File: src/grid_broad_phase_collision_unit_defines.svh
// ----------------------------------------------------------------------------
// grid broad phase collision unit - assertion macros
// shared concurrent assertion forms, clocked on clk and disabled in reset
// ----------------------------------------------------------------------------
`ifndef GRID_BROAD_PHASE_COLLISION_UNIT_DEFINES_SVH
`define GRID_BROAD_PHASE_COLLISION_UNIT_DEFINES_SVH

// condition holds at every edge
`define GBPC_ASSERT_ALWAYS(lbl, cond, msg) \
  lbl: assert property (@(posedge clk) disable iff (!rst_n) (cond)) else $error(msg);

// consequent holds in the same cycle
`define GBPC_ASSERT_IMP(lbl, ante, cons, msg) \
  lbl: assert property (@(posedge clk) disable iff (!rst_n) (ante) |-> (cons)) else $error(msg);

// consequent holds in the next cycle
`define GBPC_ASSERT_NEXT(lbl, ante, cons, msg) \
  lbl: assert property (@(posedge clk) disable iff (!rst_n) (ante) |=> (cons)) else $error(msg);

`endif

File: src/gbpc_pkg.sv
// ----------------------------------------------------------------------------
// gbpc_pkg
// types and constants of the grid broad phase collision unit
// ----------------------------------------------------------------------------
`timescale 1ns / 1ps

package gbpc_pkg;

  localparam int MAX_BODIES_DEF = 64;
  localparam int COORD_BITS_DEF = 16;

  localparam int GRID_DIM    = 4;
  localparam int GRID_IDX_W  = 2;
  localparam int CELLS       = GRID_DIM * GRID_DIM;
  localparam int CELL_W      = 13;
  localparam int BODY_ID_W   = 6;
  localparam int BIN_STEPS   = 2 * (GRID_DIM + 1);
  localparam int STEP_W      = 4;
  localparam int EDGE_IDX_W  = 3;
  localparam int CFG_IDX_W   = 2;

  localparam logic [CELL_W-1:0] CELL_SIZE_RST = 13'd1024;

  localparam logic [CFG_IDX_W-1:0] CFG_WORLD_LEFT   = 2'd0;
  localparam logic [CFG_IDX_W-1:0] CFG_WORLD_BOTTOM = 2'd1;
  localparam logic [CFG_IDX_W-1:0] CFG_CELL_WIDTH   = 2'd2;
  localparam logic [CFG_IDX_W-1:0] CFG_CELL_HEIGHT  = 2'd3;

  typedef enum logic [1:0] {
    S_IDLE,
    S_BIN,
    S_SCAN,
    S_FINISH
  } gbpc_state_t;

  typedef struct packed {
    logic             done;
    logic [CELLS-1:0] mask;
  } gbpc_bin_stat_t;

endpackage

File: src/gbpc_pair_check.sv
// ----------------------------------------------------------------------------
// gbpc_pair_check
// tests the new body against one stored body: shared cell, closed box
// overlap, both collidable and at least one moving
// ----------------------------------------------------------------------------
`timescale 1ns / 1ps

module gbpc_pair_check #(
  parameter int COORD_BITS = gbpc_pkg::COORD_BITS_DEF
) (
  input  logic [4*COORD_BITS+gbpc_pkg::CELLS+1:0] entry,
  input  logic signed [COORD_BITS-1:0]            box_min_x,
  input  logic signed [COORD_BITS-1:0]            box_min_y,
  input  logic signed [COORD_BITS-1:0]            box_max_x,
  input  logic signed [COORD_BITS-1:0]            box_max_y,
  input  logic [gbpc_pkg::CELLS-1:0]              mask,
  input  logic [1:0]                              flags,
  output logic                                    hit
);

  localparam int ENTRY_W = 4 * COORD_BITS + gbpc_pkg::CELLS + 2;

  logic signed [COORD_BITS-1:0]  e_x0, e_y0, e_x1, e_y1;
  logic [gbpc_pkg::CELLS-1:0]    e_mask;
  logic [1:0]                    e_flags;
  logic                          share, ovl_x, ovl_y, coll, moving;

  always_comb begin
    e_x0    = entry[COORD_BITS-1:0];
    e_y0    = entry[2*COORD_BITS-1:COORD_BITS];
    e_x1    = entry[3*COORD_BITS-1:2*COORD_BITS];
    e_y1    = entry[4*COORD_BITS-1:3*COORD_BITS];
    e_mask  = entry[4*COORD_BITS+gbpc_pkg::CELLS-1:4*COORD_BITS];
    e_flags = entry[ENTRY_W-1 -: 2];
    share   = |(e_mask & mask);
    ovl_x   = (e_x0 <= box_max_x) && (box_min_x <= e_x1);
    ovl_y   = (e_y0 <= box_max_y) && (box_min_y <= e_y1);
    coll    = e_flags[0] & flags[0];
    moving  = e_flags[1] | flags[1];
    hit     = share & ovl_x & ovl_y & coll & moving;
  end

endmodule

File: config.mk
export PLATFORM = sky130hd
export DESIGN_NAME = gbpc_pair_check
export DESIGN_NICKNAME = d
export VERILOG_FILES = /design/src/grid_broad_phase_collision_unit_defines.svh /design/src/gbpc_pkg.sv /design/src/gbpc_pair_check.sv
export SDC_FILE = /design/constraint.sdc
export NUM_CORES = 1
export LEC_CHECK = 0
export BUFFER_PORTS_ARGS = -buffer_cell sky130_fd_sc_hd__buf_4
export CAP_MARGIN = 20
export CORE_MARGIN = 2
export CORE_UTILIZATION = 39
export DETAILED_ROUTE_END_ITERATION = 8
export PLACE_DENSITY = 0.9
export SETUP_SLACK_MARGIN = 0.02
export SYNTH_ARGS = -nofsm -noshare
export SYNTH_HDL_FRONTEND = slang
export SYNTH_SLANG_ARGS = --single-unit
export TNS_END_PERCENT = 10
File: constraint.sdc
create_clock -name vclk -period 2.4
set_input_delay 0.36 -clock vclk [all_inputs]
set_output_delay 0.36 -clock vclk [all_outputs]
set_load 0.05 [all_outputs]
* Word level (Yosys, flattened, before mapping)
Cells that the tools add are included.
** Cells by class
- $lt $le $gt $ge :: 4
- Bitwise logic cells :: 7
- Reduce and logical (&&, ||, !) cells :: 3
** Operator list (count)
- less-or-equal comparator 16 bit :: 4
- AND 16 bit :: 1
- OR reduction 16 bit :: 1
- AND 1 bit :: 5
- logical AND 1 bit :: 2
- OR 1 bit :: 1
** Storage, ports and cells
- Register bits :: 0
- Input port bits :: 164
- Output and inout port bits :: 1
- Word-level logic and storage cells :: 14

* Logic depth before layout (Yosys ltp)
- Word-level depth :: 6
- Mapped depth :: 8
- Gate-level depth less buffers :: 8

* Worst setup path after synthesis
Ideal clock, no wire load.
- Path kind :: in2out
- Start point :: input port entry[47] (netlist bit)
- End point :: output port hit
- Arrival time :: 2.483 ns
- Data required time :: 2.040 ns
- Path slack :: -0.443 ns
- Cell stages on the path :: 7
- Path buffers :: 0
- Cells stage by stage :: inv_1 ha_1 nand4_2 nor2_1 or3_1 o311a_1 nor4b_2
** Between the ends
- Longest elaborated chain between the ends :: 6
** RTL lines
- start, declared :: RTL line gbpc_pair_check.sv:11 : input logic [4*COORD_BITS+gbpc_pkg::CELLS+1:0] entry,
- less-or-equal comparator 16 bit :: RTL line gbpc_pair_check.sv:36 : ovl_x = (e_x0 <= box_max_x) && (box_min_x <= e_x1);
- logical AND 1 bit :: RTL line gbpc_pair_check.sv:36
- AND 1 bit (4 in a row) :: RTL line gbpc_pair_check.sv:40 : hit = share & ovl_x & ovl_y & coll & moving;
- end, declared :: RTL line gbpc_pair_check.sv:18 : output logic hit
No other way between the ends.

* Final worst setup path
- Start point :: input port box_max_x[13]
- End point :: output port hit
** Between the ends
- Longest elaborated chain between the ends :: 6
** RTL lines
- start, declared :: RTL line gbpc_pair_check.sv:14 : input logic signed [COORD_BITS-1:0] box_max_x,
- less-or-equal comparator 16 bit :: RTL line gbpc_pair_check.sv:36
- logical AND 1 bit :: RTL line gbpc_pair_check.sv:36
- AND 1 bit (4 in a row) :: RTL line gbpc_pair_check.sv:40
No other way between the ends.

==> impl_metrics.tcl <==
set metrics [dict create \
    status "finished with violations" \
    violations "setup timing" \
    syn_nets 469 \
    io_buffers 165 \
    hold_buffers 0 \
    cp.arrival_ns 2.19 \
    grt_max_degree 5 \
    worst_pin_slew_ns 0.482 \
    post-route-period-util_pct 106 \
    synth_top_area_share_pct 45.6 \
    die_w_um 71.1 \
    antenna_cells 0 \
    worstSetupStartpoint "box_max_x[13]" \
    cp_max_fo 3 \
    antenna_found_initial 0 \
    core_area_mm2 0.00435 \
    critPathKind "in2out" \
    first_pass_iters 4 \
    grt_pass1_vias 2607 \
    cap_violations 0 \
    totalWireLength_um 7480 \
    slew_violations 0 \
    vdd_drop_max_v 0.0000905 \
    yosysTopAreaCell "ha_1" \
    finalWorstSetupSlack_ns -0.154 \
    start_util_pct 40.3 \
    startpoint_type "input pin" \
    place.gp.congestion 0.832 \
    num_rows 24 \
    ys_types 33 \
    power_density_mw_per_mm2 172 \
    synth.avg_cell_area_um2 7.29 \
    clock_buffers 0 \
    area_delta_synth_final_pct 103 \
    rsz0062_at_grt "true" \
    grt_util_met1_pct 26.8 \
    drive_gt1_share_pct 55.6 \
    met2_usage_pct 57.4 \
    post-route-min-period_ns 2.55 \
    sequential_cell_total 0 \
    relSlewSlack_pct 67.6 \
    setup_viol 1 \
    fin_tns_setup_ns -0.154 \
    drtIter0Drc 124 \
    final_hold_viol_count 0 \
    syn-instance-count 241 \
    crit_end "hit" \
    post-place-ws_ns -0.295 \
    dieArea_mm2 0.00506 \
    layout.nets 651 \
    endpoint_kind "output pin" \
    p_leak_nw 1.96 \
    vias 2528 \
    synth.area.top_cells "ha_1, inv_1, a21oi_1, nand4_1, a221oi_1" \
    fmax_mhz 392 \
    required_ns 2.04 \
    via_per_inst 5.34 \
    ant_nets 0 \
    track_usage_pct 26.6 \
    grt.met3_usage_pct 3.85 \
    overflow 0 \
    grt_pass1_wl_um 11200 \
    layout_common_cells "buf_4, inv_1, ha_1" \
    dpl.hpwl_um 5920 \
    drc_errors 0 \
    regArea_um2 0 \
    wire_per_inst_um 15.8 \
    die_height_um 71.1 \
    hp-start "entry[30]" \
    yosys_warnings 0 \
    syn-cell-area_mm2 0.00176 \
    busiest_layer "met2" \
    yosysSeqAreaShare_pct 0 \
    hold_path.class "in2out" \
    final_common_cell "buf_4" \
    io_pins 165 \
]
-- Yosys cell counts, drive strengths merged --
cell and n:
o211ai 4, a21o 6, and2 1, nand3 3
ha 64, o21ai 6, nor4b 1, o311a 1
a32o 1, nor2 7, a221oi 6, a41o 1
a211oi 2, a22o 4, a2111oi 3, a21oi 22
nand2 11, nand4 14, nor4 3, or3 2
inv 65, or4 1, and4 1, o22ai 1
a21boi 1, nand4bb 1, nor3 1, nor2b 6
a311o 1, o21bai 1
-- where the power goes --
group / internal, mW / switching [mW]
Combinational: 0.366 / 0.247
Sequential: 0 / 0
Clock: 0 / 0
Total: 0.366 / 0.247
-- cell families (layout without fill, tap and decap cells) --
family	Yosys count	count (layout)	share of synthesized area, %
AO/OA/AOI/OAI	60	60	23.5
buffers and inverters	65	245	13.9
adder cells (fa/ha/maj)	64	64	45.6
AND/OR/NAND/NOR	52	52	17.0
-- how the worst min path moves through the flow --
stage / end / slack, ns / cells past startpoint
after floorplan: hit / 1.11 / 5
after global placement: hit / 1.42 / 6
after detailed placement: hit / 1.43 / 6
after CTS: hit / 1.40 / 6
after global routing: hit / 1.43 / 6
final: hit / 1.39 / 6
-- layout make-up --
class	instances	area, um^2
tap	52	65.1
multi-input combinational	176	1860
inverter	65	254
timing repair buffer	180	1390
fill	260	785
-- worst max-delay path: stages --
cell and delay, ns:
buf_4 0.08, inv_1 0.04, ha_1 0.32, nand4_1 0.17
nor4_2 0.29, a32o_1 0.21, o211ai_1 0.09, a211oi_2 0.19
nor4b_4 0.25, buf_6 0.19
-- routing by layer --
| metal | vias to the layer above | share of wire, % |
|---|---|---|
| met5 | - | 0 |
| met4 | 0 | 3.0 |
| met3 | 22 | 9.1 |
| met2 | 135 | 55 |
| met1 | 1139 | 33 |
| li1 | 1232 | - |
-- timing repair --
action | in CTS | in global routing
setup buffers | 2 | 1
resized for setup | 30 | 28
endpoints found under the hold margin | 0 | 0
endpoints found under the setup margin | 1 | 1
pin swaps | 23 | 21
-- stage by stage --
stage | hold WS [ns] | util, % | instance area, um^2 | power, mW | instances
2_1_floorplan | 1.11 | - | 1860 | 0.223 | 241
3_3_place_gp | 1.42 | 74.6 | 3250 | 0.491 | 470
3_5_place_dp | 1.43 | 74.6 | 3250 | 0.518 | 470
4_1_cts | 1.40 | 79.2 | 3450 | 0.562 | 472
5_1_grt | 1.43 | 82.0 | 3570 | 0.674 | 473
6_report | 1.39 | 82.0 | 3570 | 0.614 | 473
No activity file was read; power rests on OpenSTA's default activity.
