--- src/grid_broad_phase_collision_unit_defines.svh ---
// ----------------------------------------------------------------------------
// grid broad phase collision unit - assertion macros
// shared concurrent assertion forms, clocked on clk and disabled in reset
// ----------------------------------------------------------------------------
`ifndef GRID_BROAD_PHASE_COLLISION_UNIT_DEFINES_SVH
`define GRID_BROAD_PHASE_COLLISION_UNIT_DEFINES_SVH

// condition holds at every edge
`define GBPC_ASSERT_ALWAYS(lbl, cond, msg) \
  lbl: assert property (@(posedge clk) disable iff (!rst_n) (cond)) else $error(msg);

// consequent holds in the same cycle
`define GBPC_ASSERT_IMP(lbl, ante, cons, msg) \
  lbl: assert property (@(posedge clk) disable iff (!rst_n) (ante) |-> (cons)) else $error(msg);

// consequent holds in the next cycle
`define GBPC_ASSERT_NEXT(lbl, ante, cons, msg) \
  lbl: assert property (@(posedge clk) disable iff (!rst_n) (ante) |=> (cons)) else $error(msg);

`endif

--- src/gbpc_pkg.sv ---
// ----------------------------------------------------------------------------
// gbpc_pkg
// types and constants of the grid broad phase collision unit
// ----------------------------------------------------------------------------
`timescale 1ns / 1ps

package gbpc_pkg;

  localparam int MAX_BODIES_DEF = 64;
  localparam int COORD_BITS_DEF = 16;

  localparam int GRID_DIM    = 4;
  localparam int GRID_IDX_W  = 2;
  localparam int CELLS       = GRID_DIM * GRID_DIM;
  localparam int CELL_W      = 13;
  localparam int BODY_ID_W   = 6;
  localparam int BIN_STEPS   = 2 * (GRID_DIM + 1);
  localparam int STEP_W      = 4;
  localparam int EDGE_IDX_W  = 3;
  localparam int CFG_IDX_W   = 2;

  localparam logic [CELL_W-1:0] CELL_SIZE_RST = 13'd1024;

  localparam logic [CFG_IDX_W-1:0] CFG_WORLD_LEFT   = 2'd0;
  localparam logic [CFG_IDX_W-1:0] CFG_WORLD_BOTTOM = 2'd1;
  localparam logic [CFG_IDX_W-1:0] CFG_CELL_WIDTH   = 2'd2;
  localparam logic [CFG_IDX_W-1:0] CFG_CELL_HEIGHT  = 2'd3;

  typedef enum logic [1:0] {
    S_IDLE,
    S_BIN,
    S_SCAN,
    S_FINISH
  } gbpc_state_t;

  typedef struct packed {
    logic             done;
    logic [CELLS-1:0] mask;
  } gbpc_bin_stat_t;

endpackage

--- src/gbpc_cell_binner.sv ---
// ----------------------------------------------------------------------------
// gbpc_cell_binner
// walks the column and row edges with one adder and two comparators and
// builds the 4x4 cell mask of a box, one edge per cycle
// ----------------------------------------------------------------------------
`timescale 1ns / 1ps

module gbpc_cell_binner #(
  parameter int COORD_BITS = gbpc_pkg::COORD_BITS_DEF
) (
  input  logic                              clk,
  input  logic                              rst_n,
  input  logic                              start,
  input  logic signed [COORD_BITS-1:0]      box_min_x,
  input  logic signed [COORD_BITS-1:0]      box_min_y,
  input  logic signed [COORD_BITS-1:0]      box_max_x,
  input  logic signed [COORD_BITS-1:0]      box_max_y,
  input  logic signed [COORD_BITS-1:0]      world_left,
  input  logic signed [COORD_BITS-1:0]      world_bottom,
  input  logic [gbpc_pkg::CELL_W-1:0]       cell_width,
  input  logic [gbpc_pkg::CELL_W-1:0]       cell_height,
  output gbpc_pkg::gbpc_bin_stat_t          stat
);

  localparam int EDGE_W = ((COORD_BITS > 16) ? COORD_BITS : 16) + 1;
  localparam int XW     = EDGE_W - COORD_BITS;
  localparam int WW     = EDGE_W - gbpc_pkg::CELL_W;

  logic                                  busy_r, busy_nxt;
  logic                                  done_r, done_nxt;
  logic [gbpc_pkg::STEP_W-1:0]           step_r, step_nxt;
  logic signed [EDGE_W-1:0]              edge_r, edge_nxt;
  logic [gbpc_pkg::GRID_DIM-1:0]         le_x_r, le_x_nxt, ge_x_r, ge_x_nxt;
  logic [gbpc_pkg::GRID_DIM-1:0]         le_y_r, le_y_nxt, ge_y_r, ge_y_nxt;

  logic                                  axis_y;
  logic [gbpc_pkg::EDGE_IDX_W-1:0]       k, km1;
  logic signed [EDGE_W-1:0]              b_lo, b_hi, wl_ext, wb_ext, sum;
  logic [gbpc_pkg::CELL_W-1:0]           w;
  logic                                  le, ge;
  logic [gbpc_pkg::CELLS-1:0]            mask;

  always_comb begin
    axis_y = step_r >= gbpc_pkg::STEP_W'(gbpc_pkg::GRID_DIM + 1);
    k      = axis_y ? gbpc_pkg::EDGE_IDX_W'(step_r - gbpc_pkg::STEP_W'(gbpc_pkg::GRID_DIM + 1))
                    : gbpc_pkg::EDGE_IDX_W'(step_r);
    km1    = k - gbpc_pkg::EDGE_IDX_W'(1);
    wl_ext = {{XW{world_left[COORD_BITS-1]}}, world_left};
    wb_ext = {{XW{world_bottom[COORD_BITS-1]}}, world_bottom};
    b_lo   = axis_y ? {{XW{box_min_y[COORD_BITS-1]}}, box_min_y}
                    : {{XW{box_min_x[COORD_BITS-1]}}, box_min_x};
    b_hi   = axis_y ? {{XW{box_max_y[COORD_BITS-1]}}, box_max_y}
                    : {{XW{box_max_x[COORD_BITS-1]}}, box_max_x};
    w      = axis_y ? cell_height : cell_width;
    // shared unit: one add, two compares
    sum    = edge_r + {{WW{1'b0}}, w};
    le     = edge_r <= b_hi;
    ge     = b_lo <= edge_r;
  end

  always_comb begin
    busy_nxt = busy_r;
    done_nxt = 1'b0;
    step_nxt = step_r;
    edge_nxt = edge_r;
    le_x_nxt = le_x_r;
    ge_x_nxt = ge_x_r;
    le_y_nxt = le_y_r;
    ge_y_nxt = ge_y_r;
    if (start) begin
      busy_nxt = 1'b1;
      step_nxt = '0;
      edge_nxt = wl_ext;
    end else if (busy_r) begin
      if (k != gbpc_pkg::EDGE_IDX_W'(gbpc_pkg::GRID_DIM)) begin
        if (axis_y) le_y_nxt[k[gbpc_pkg::GRID_IDX_W-1:0]] = le;
        else        le_x_nxt[k[gbpc_pkg::GRID_IDX_W-1:0]] = le;
      end
      if (k != '0) begin
        if (axis_y) ge_y_nxt[km1[gbpc_pkg::GRID_IDX_W-1:0]] = ge;
        else        ge_x_nxt[km1[gbpc_pkg::GRID_IDX_W-1:0]] = ge;
      end
      // end of the column edges: restart at the bottom edge
      edge_nxt = (k == gbpc_pkg::EDGE_IDX_W'(gbpc_pkg::GRID_DIM)) ? wb_ext : sum;
      if (step_r == gbpc_pkg::STEP_W'(gbpc_pkg::BIN_STEPS - 1)) begin
        busy_nxt = 1'b0;
        done_nxt = 1'b1;
      end else begin
        step_nxt = step_r + gbpc_pkg::STEP_W'(1);
      end
    end
  end

  always_comb begin
    for (int r = 0; r < gbpc_pkg::GRID_DIM; r++) begin
      for (int c = 0; c < gbpc_pkg::GRID_DIM; c++) begin
        mask[r * gbpc_pkg::GRID_DIM + c] = le_y_r[r] & ge_y_r[r] & le_x_r[c] & ge_x_r[c];
      end
    end
  end

  assign stat.done = done_r;
  assign stat.mask = mask;

  always_ff @(posedge clk) begin
    if (!rst_n) begin
      busy_r <= 1'b0;
      done_r <= 1'b0;
      step_r <= '0;
    end else begin
      busy_r <= busy_nxt;
      done_r <= done_nxt;
      step_r <= step_nxt;
    end
  end

  always_ff @(posedge clk) begin
    edge_r <= edge_nxt;
    le_x_r <= le_x_nxt;
    ge_x_r <= ge_x_nxt;
    le_y_r <= le_y_nxt;
    ge_y_r <= ge_y_nxt;
  end

endmodule

--- config.mk ---
export PLATFORM = sky130hd
export DESIGN_NAME = gbpc_cell_binner
export DESIGN_NICKNAME = d
export VERILOG_FILES = /design/src/grid_broad_phase_collision_unit_defines.svh /design/src/gbpc_pkg.sv /design/src/gbpc_cell_binner.sv
export SDC_FILE = /design/constraint.sdc
export NUM_CORES = 1
export LEC_CHECK = 0
export ABC_CLOCK_PERIOD_IN_PS = 7400
export BUFFER_PORTS_ARGS = -buffer_cell sky130_fd_sc_hd__buf_2
export CORE_MARGIN = 1
export CORE_UTILIZATION = 40
export DETAILED_ROUTE_END_ITERATION = 6
export GPL_ROUTABILITY_DRIVEN = 0
export GPL_TIMING_DRIVEN = 0
export HOLD_SLACK_MARGIN = 0.1
export PLACE_DENSITY = 0.64
export REMOVE_ABC_BUFFERS = 1
export SYNTH_ARGS = -nofsm -noshare
export SYNTH_HDL_FRONTEND = slang
export SYNTH_SLANG_ARGS = --single-unit
--- constraint.sdc ---
create_clock -name clk -period 7.4 [get_ports clk]
set_input_delay 0.37 -clock clk [delete_from_list [all_inputs] [get_ports clk]]
set_output_delay 0.37 -clock clk [all_outputs]
set_load 0.01 [all_outputs]
# After elaboration in Yosys (flattened, before gate mapping)
# Cells that the tools add are included.
# Widths: inputs -> output; s select.
[op_classes]
add_sub_neg = 4
bitwise = 41
reduce_logical = 11
n_lt_le_gt_ge = 7
n_mux = 19
eq_ne = 3
[op_table]
columns = ["cell", "count"]
rows = [
  ["$mux 17", 5],
  ["$and 1x1->1", 36],
  ["$le 17x17->1", 2],
  ["$add 17x13->17", 1],
  ["$bwmux 4", 4],
  ["$reduce_and 4->1", 4],
  ["$mux 13", 1],
  ["$lt 2x3->1 const B", 2],
  ["$mux 1", 6],
  ["$not 1->1", 5],
  ["$add 4x1->4 const B", 1],
  ["$demux 1 s2", 2],
  ["$eq 4x4->1 const B", 1],
  ["$ge 2x1->1 const B", 2],
  ["$ge 4x3->1 const B", 1],
  ["$eq 3x3->1 const B", 1],
  ["$mux 3", 1],
  ["$ne 3x3->1 const B", 1],
  ["$reduce_bool 3->1", 1],
  ["$reduce_or 3->1", 1],
  ["$sub 3x3->3 const B", 1],
  ["$logic_and 1x1->1", 2],
  ["$reduce_and 2->1", 1],
  ["$reduce_bool 2->1", 1],
  ["2 further kinds", 2],
]
[totals]
wordCells = 93
output_inout_bits = 17
regBits = 39
inputBits = 125

# Depth between registers and ports, before layout
# Gate-level depths: netlist (run 1).
[depth]
depth_word = 8
mapped_depth = 16

# Worst setup path before layout (run 1)
# Ideal clock, no wire load.
[synth_timing]
kind = "reg2reg"
from = "reg step_r[1] in the netlist's numbering"
to = "reg edge_r[14] (data pin)"
t_arrival_ns = 3.670
required_time_ns = 7.136
n_path_buf = 2
period_less_slack_ns = 3.934
path_slack_ns = 3.466
path_stages_with_launch = 16
path_cell_list = "dfxtp_1 > inv_1 > ha_1 > nand2b_1 > a21oi_2 > buf_1 > buf_2 > mux2_2 > ha_1 > fa_1 > a21oi_1 > o211ai_1 > a211o_1 > a31oi_1 > mux2i_1 > nor2_1"
[synth_between]
elab_chain_cells = 6
elab_cells_between_ends = 9
cone_classes = "2 x add/sub; 1 x order compare; 1 x eq/ne; 5 x mux"
[synth_lines]
columns = ["element", "line_no", "rtl"]
rows = [
  ["start, declared", "gbpc_cell_binner.sv:31", "logic [gbpc_pkg::STEP_W-1:0] step_r, step_nxt;"],
  ["start signal, assigned", "gbpc_cell_binner.sv:113", "step_r <= step_nxt;"],
  ["$ge 4x3->1 or $sub 3x3->3 (tied branches)", "gbpc_cell_binner.sv:44, gbpc_cell_binner.sv:45", ""],
  ["$mux 13 or $mux 3 (tied branches)", "gbpc_cell_binner.sv:54, gbpc_cell_binner.sv:45", ""],
  ["$add 17x13->17 or $eq 3x3->1 (tied branches)", "gbpc_cell_binner.sv:56, gbpc_cell_binner.sv:84", ""],
  ["$mux 17 (*)", "gbpc_cell_binner.sv:84", "edge_nxt = (k == gbpc_pkg::EDGE_IDX_W'(gbpc_pkg::GRID_DIM)) ? wb_ext : sum;"],
  ["$mux 17 (*)", "gbpc_cell_binner.sv:74", "end else if (busy_r) begin"],
  ["$mux 17 (*)", "gbpc_cell_binner.sv:70", "if (start) begin"],
  ["named net edge_nxt[14]", "gbpc_cell_binner.sv:32", "logic signed [EDGE_W-1:0] edge_r, edge_nxt;"],
  ["end signal, assigned", "gbpc_cell_binner.sv:118", "edge_r <= edge_nxt;"],
  ["end, declared", "gbpc_cell_binner.sv:32", ""],
]
# Mark *: on every way through the listed nets, which the timed path passes. The rest lies on a longest branch. The select of a mux whose other input is x is not followed.
# A chain may end at the register's enable or synchronous reset.

# Worst setup path in the final report (run 1)
[layout_timing]
from = "reg step_r[1] in the netlist's numbering"
to = "reg ge_x_r[3] in the netlist's numbering (data pin)"
[layout_between]
elab_cells_between_ends = 12
cone_classes = "2 x add/sub; 4 x order compare; 5 x mux; 1 x reduce/logical"
[layout_rtl]
columns = ["element", "line_no", "rtl"]
rows = [
  ["$ge 4x3->1", "gbpc_cell_binner.sv:44", "axis_y = step_r >= gbpc_pkg::STEP_W'(gbpc_pkg::GRID_DIM + 1);"],
  ["$mux 17", "gbpc_cell_binner.sv:50", "b_lo = axis_y ? {{XW{box_min_y[COORD_BITS-1]}}, box_min_y}"],
  ["$le 17x17->1", "gbpc_cell_binner.sv:58", "ge = b_lo <= edge_r;"],
  ["named net ge", "gbpc_cell_binner.sv:40", "logic le, ge;"],
  ["$bwmux 4", "gbpc_cell_binner.sv:81", "else ge_x_nxt[km1[gbpc_pkg::GRID_IDX_W-1:0]] = ge;"],
  ["end signal, assigned", "gbpc_cell_binner.sv:120", "ge_x_r <= ge_x_nxt;"],
  ["end, declared", "gbpc_cell_binner.sv:33", "logic [gbpc_pkg::GRID_DIM-1:0] le_x_r, le_x_nxt, ge_x_r, ge_x_nxt;"],
]
# The timed path passes the listed nets, and every way through them passes these cells.

==> run summary, run 1 <==
Vias in the first global route: 3428
WL/cell: 14.5 um
Rows: 35
I/O Buffers: 141
Outcome: finished, final reports clean
Hold Path Class: input pin to flip-flop
Detailed placer's ending HPWL: 8040 um
Max-cap viol count: 0
CTS root buf: clkbuf_8
#FFs+latches synth: 39
Asr flop ratio synth: 0%
Post-Place Cells: 680
Most Frequent Cell on Critical Path: ha_1
H-tree levels: 2
Post-synth EDFFs: 33
Core Area: 9330 sq um
Unrepaired setup endpoints after global routing: false
Num CTS Buffers: 5
First-pass GRT wire length: 15900 um
WL final: 9950 um
Setup CP Type: flip-flop to flip-flop
CTS tree: built
Sequential area share after synthesis: 28.5%
Cell with the most instances after synthesis: ha_1
GRT Residual Overflow: 0
Pre-Repair DR Iteration Count: 4
Starting Density: 41.8%
Clk_lat worst skew: 310 ps
Yosys warnings: 0
Share of layout cells above drive strength 1: 33.6%
Area after DPL: 4710 sq um
Power per cell area: 174 nW/um^2
Worst EP required: 7360 ps
Initial antenna violation count: 0
Worst setup SP type: flip-flop
Worst setup EP type: flip-flop
Reg clk slew, reported paths: 80 ps
Post-route insts no fill: 688
Synth top area share: 25.4%
Post-Syn Area: 3900 sq um
Total negative slack: 0 ps
Gates resized, CTS repair: 0
Largest area contributor in the netlist: edfxtp_1
GRT Resource Usage Total: 20.2%
Slew margin rel.: 21.9%
Vias: 3556
Final Max Tran Viols: 0
Number of antenna diodes: 0
CP Max Fanout: 22
Synth area leaders: edfxtp_1 (25%), ha_1 (16%), mux2_2 (9.2%), mux2i_1 (5.1%), a21oi_1 (4.4%)
Clock sink count: 39
Critical-path cell list: inv_1 -> ha_1 -> nand2b_1 -> a21oi_4 -> mux2_2 -> ha_1 -> a21o_1 -> a2111oi_0 -> o2111ai_1 -> o21ai_0
Max rail drop VDD: 0.000129 V
Mapped Cells: 427
Minimum clock period: 4600 ps
Post-CTS setup buffers: 0
Mapped Avg Cell Area: 9.13 sq um
Netlist cell types: 55
# setup viols final: 0
DIE HEIGHT: 101 um
Fin area: 4820 sq um
Die width: 101 um
Num ports: 142
Final nets: 734
F_max: 0.217 GHz
Hold_buf cts: 0
Static Leak: 2.35 nW
Post-route ant nets: 0
List of most frequent post-synthesis cells: ha_1 (50), a21oi_1 (34), edfxtp_1 (33), mux2_2 (32), nor2_1 (31)
Pin count of the biggest net entering global routing: 41
DR vias/cell: 5.17
Slowest stage cell, crit path: o21ai_0
Max Root-Sink Buffers: 2
Skew final: 16.7 ps
Final period utilization: 62.1%
WP data arrival: 4560 ps
Worst path max stage delay: 830 ps
Die ar.: 10100 sq um
Synth-to-layout area growth: 23.7%
Detailed-route DRC error count: 0
Final hold vios: 0
Most used DFF post-synth: edfxtp_1
Slew @ Worst Pin: 1170 ps
1st-iter DRT viols: 186
[per-stage QoR]
step	setup WS (ps)	total power [mW]	hold WS, ps	utilization [%]
global route	2480	0.901	307	51.7
CTS	2840	0.842	292	51.7
global placement	1630	0.646	543	50.2
floorplan	2600	0.550	498	-
detailed placement	2870	0.658	548	50.5
finish	2800	0.839	292	51.7
[cell usage in the layout, fill, tap and decap left out, types with 2 or more instances in the layout]
master	count
a21oi_1	34
or2_2	2
or3_1	2
o21ai_0	16
nor3_1	17
dfxtp_1	6
clkbuf_8	5
xnor2_1	11
inv_1	25
a31oi_1	4
nand2_1	30
mux2_2	32
nand3_1	8
nor4b_1	2
nor2b_1	12
nand4_1	8
o21bai_1	2
a211oi_1	2
nor4_1	3
nand2b_1	6
o2111ai_1	3
mux2i_1	20
ha_1	50
nor3b_1	3
a21o_1	14
buf_2	141
o211ai_1	3
xor2_1	2
o21a_1	2
mux2_1	3
o31ai_1	3
nor2_1	31
edfxtp_1	33
[flip-flops by register name, indices dropped and copies added, names as in the netlist]
signal and count:
edge_r 17, ge_x_r 4, ge_y_r 4, le_x_r 4
le_y_r 4, step_r 4, busy_r 1, done_r 1
[logic make-up after synthesis]
| group | Yosys count | share of synthesized area, % |
|---|---|---|
| buffers and inverters | 44 | 4.65 |
| AO/OA/AOI/OAI | 93 | 15.0 |
| multiplexers | 55 | 15.2 |
| XOR/XNOR | 13 | 2.92 |
| adder cells (fa/ha/maj) | 51 | 16.6 |
| flip-flops | 39 | 28.5 |
| AND/OR/NAND/NOR | 132 | 17.1 |
[layer usage]
layer  up-vias  part of all wire, %  GRT usage [%]
met5         -                    0              0
met4         0                  1.0           5.24
met3         8                  4.1           1.80
met2        99                   47           35.7
met1      1610                   48           26.6
li1       1839                    -              -
[worst max-delay path, delay by kind of cell, from the launching register on]
family / cells / cell delay [ps]
muxes: 1 / 410
buffers and inverters: 1 / 190
AOI/OAI and AO/OA: 5 / 2440
and+or+nand+nor: 1 / 180
adders and majority gates: 2 / 520
DFF: 1 / 510
[path summary, 6_finish.rpt]
path | startpoint | to | slack, ps | cells after the start
hold reg to reg | busy_r$_SDFF_PN0_ | done_r$_SDFF_PP0_ | 560 | 2
setup reg to reg | step_r[1]$_SDFFE_PP0P_ | ge_x_r[3]$_DFFE_PP_ | 2800 | 10
setup / recovery | step_r[1]$_SDFFE_PP0P_ | ge_x_r[3]$_DFFE_PP_ | 2800 | 10
hold / removal | rst_n | busy_r$_SDFF_PN0_ | 290 | 2
[report_power, final]
| part | internal [mW] | switching [mW] |
|---|---|---|
| clock network | 0.100 | 0.0829 |
| logic | 0.167 | 0.182 |
| registers | 0.277 | 0.0295 |
| total | 0.544 | 0.295 |
[final cells by class]
type | count | area, sq um
Clock buffer | 5 | 68.8
Clock inverter | 3 | 43.8
Fill cell | 908 | 4510
Inverter | 26 | 97.6
Multi-Input combinational cell | 344 | 2610
Sequential cell | 39 | 1110
Tap cell | 129 | 161
Timing Repair Buffer | 142 | 726
Power figures use the tool's default switching activity.
==> run 2, diff against run 1 <==
--- a/config.mk
+++ b/config.mk
@@ -5,7 +5,7 @@
 export SDC_FILE = /design/constraint.sdc
 export NUM_CORES = 1
 export LEC_CHECK = 0
-export ABC_CLOCK_PERIOD_IN_PS = 7400
+export ABC_CLOCK_PERIOD_IN_PS = 4200
 export BUFFER_PORTS_ARGS = -buffer_cell sky130_fd_sc_hd__buf_2
 export CORE_MARGIN = 1
 export CORE_UTILIZATION = 40
@@ -13,7 +13,7 @@
 export GPL_ROUTABILITY_DRIVEN = 0
 export GPL_TIMING_DRIVEN = 0
 export HOLD_SLACK_MARGIN = 0.1
-export PLACE_DENSITY = 0.64
+export PLACE_DENSITY = 0.66
 export REMOVE_ABC_BUFFERS = 1
 export SYNTH_ARGS = -nofsm -noshare
 export SYNTH_HDL_FRONTEND = slang
==> constraint.sdc (replaced) <==
create_clock -name clk -period 4.2 [get_ports clk]
set_input_delay 0.21 -clock clk [delete_from_list [all_inputs] [get_ports clk]]
set_output_delay 0.21 -clock clk [all_outputs]
set_load 0.01 [all_outputs]
==> run summary, run 2 (synthesis gave the netlist of run 1 again) <==
Outcome: finished, final reports clean
Pre-Repair DR Iteration Count: 5
Minimum clock period: 3970 ps
Detailed placer's ending HPWL: 8120 um
Skew final: 9.77 ps
WP buf/inv: 3
Initial antenna violation count: 0
Slowest stage cell, crit path: fa_1
Die width: 101 um
Commonest non-fill, non-tap cell in the layout: buf_2
Slew @ Worst Pin: 1190 ps
WL/cell: 14.5 um
Num CTS Buffers: 5
Most frequent cells in the layout: buf_2 (141), ha_1 (50), a21oi_1 (34), edfxtp_1 (33), mux2_2 (32)
Max-cap viol count: 0
F_max: 0.252 GHz
Hold Slack: 150 ps
Power per cell area: 303 nW/um^2
Synth-to-layout area growth: 25.1%
Rows: 35
GRT Residual Overflow: 0
CTS tree: built
Critical-path cell list: inv_1 -> ha_1 -> nand2b_1 -> a21oi_4 -> buf_16 -> buf_16 -> mux2_2 -> ha_1 -> fa_1 -> a21oi_1 -> o211ai_1 -> a211o_1 -> a31oi_2 -> mux2i_1 -> nor2_1
Biggest register: edge_r
Vias: 3605
Worst EP required: 4240 ps
Reg clk slew, reported paths: 80 ps
Worst setup SP type: flip-flop
# setup viols final: 0
Detailed-route DRC error count: 0
First-pass GRT wire length: 15900 um
Pre-CTS WS: -224 ps
Final nets: 736
GRT Resource Usage Total: 20.1%
Clk_lat worst skew: 300 ps
Share of layout cells above drive strength 1: 34.4%
Static Leak: 2.38 nW
1st-iter DRT viols: 114
CTS root buf: clkbuf_8
WP data arrival: 4010 ps
Core Area: 9330 sq um
Max rail drop VDD: 0.000171 V
DIE HEIGHT: 101 um
Final period utilization: 94.4%
Final setup margin: 234 ps
I/O Buffers: 141
WL final: 10000 um
Die ar.: 10100 sq um
Vias in the first global route: 3426
Total negative slack: 0 ps
Worst setup EP type: flip-flop
DR vias/cell: 5.22
Pin count of the biggest net entering global routing: 41
Post-route ant nets: 0
Final Max Tran Viols: 0
Clock sink count: 39
Unrepaired setup endpoints after global routing: false
Number of antenna diodes: 0
Final hold vios: 0
Setup CP Type: flip-flop to flip-flop
Dominant delay contributor by cell family on the critical path: compound AO/OA/AOI/OAI gates
CP Max Fanout: 21
Hold_buf cts: 0
Slew margin rel.: 20.2%
Worst path max stage delay: 430 ps
Max Root-Sink Buffers: 2
Starting Density: 41.8%
Max reg flops: 17
Number of fill cells: 899
Num ports: 142
Hold Path Class: input pin to flip-flop
H-tree levels: 2
run 2: cell types whose count changed in the layout (fill, tap and decap cells not counted):
cell     before  now
a31oi_2       0    1
o21ai_0      16   14
o21ai_1       0    2
buf_4         0    1
a31oi_1       4    3
dfxtp_2       0    2
inv_2         1    0
inv_4         0    1
buf_12        1    0
buf_16        0    2
dfxtp_1       6    4
run 2: where the power goes:
group | internal (mW) | leakage [nW] | switching (mW)
logic | 0.296 | 1.95 | 0.326
registers | 0.487 | 0.365 | 0.0524
clock network | 0.177 | 0.0581 | 0.138
total | 0.960 | 2.38 | 0.517
run 2: through the flow:
step / cells / util, % / cell area [sq um] / power [mW]
2_1_floorplan: 409 / - / 3810 / 0.968
3_3_place_gp: 679 / 50.2 / 4680 / 1.13
3_5_place_dp: 681 / 50.9 / 4740 / 1.16
4_1_cts: 690 / 52.2 / 4860 / 1.48
5_1_grt: 690 / 52.3 / 4880 / 1.59
6_report: 690 / 52.3 / 4880 / 1.48
run 2: final timing paths:
check	startpoint	endpoint	slack, ps	depth (start not counted)
max	step_r[1]$_SDFFE_PP0P_	edge_r[14]$_DFFE_PP_	230	15
min	rst_n	busy_r$_SDFF_PN0_	150	2
max reg2reg	step_r[1]$_SDFFE_PP0P_	edge_r[14]$_DFFE_PP_	230	15
min reg2reg	step_r[1]$_SDFFE_PP0P_	step_r[1]$_SDFFE_PP0P_	520	2
run 2: area by class of cell:
cell class              count  area (sq um)  share of cell area (%)
clock buffers               5          68.8                    1.41
clock inverters             3          43.8                   0.898
flip-flops and latches     39          1110                    22.8
well taps                 129           161                    3.31
repair buffers            144           768                    15.8
multi-input cells         344          2620                    53.7
inverters                  26           100                    2.05
run 2: timing repair:
item                       CTS  global route
gates resized for setup      1             5
setup endpoints to repair   13             5
pin swaps                    1             0
setup buffers                1             0
run 2: metal layers:
metal	routed length [um]	up-vias	global-route usage (%)
met4	196	0	6.69
met1	4570	1642	26.1
met2	4760	115	35.0
met5	0	-	0
met3	467	12	2.22
li1	-	1836	-
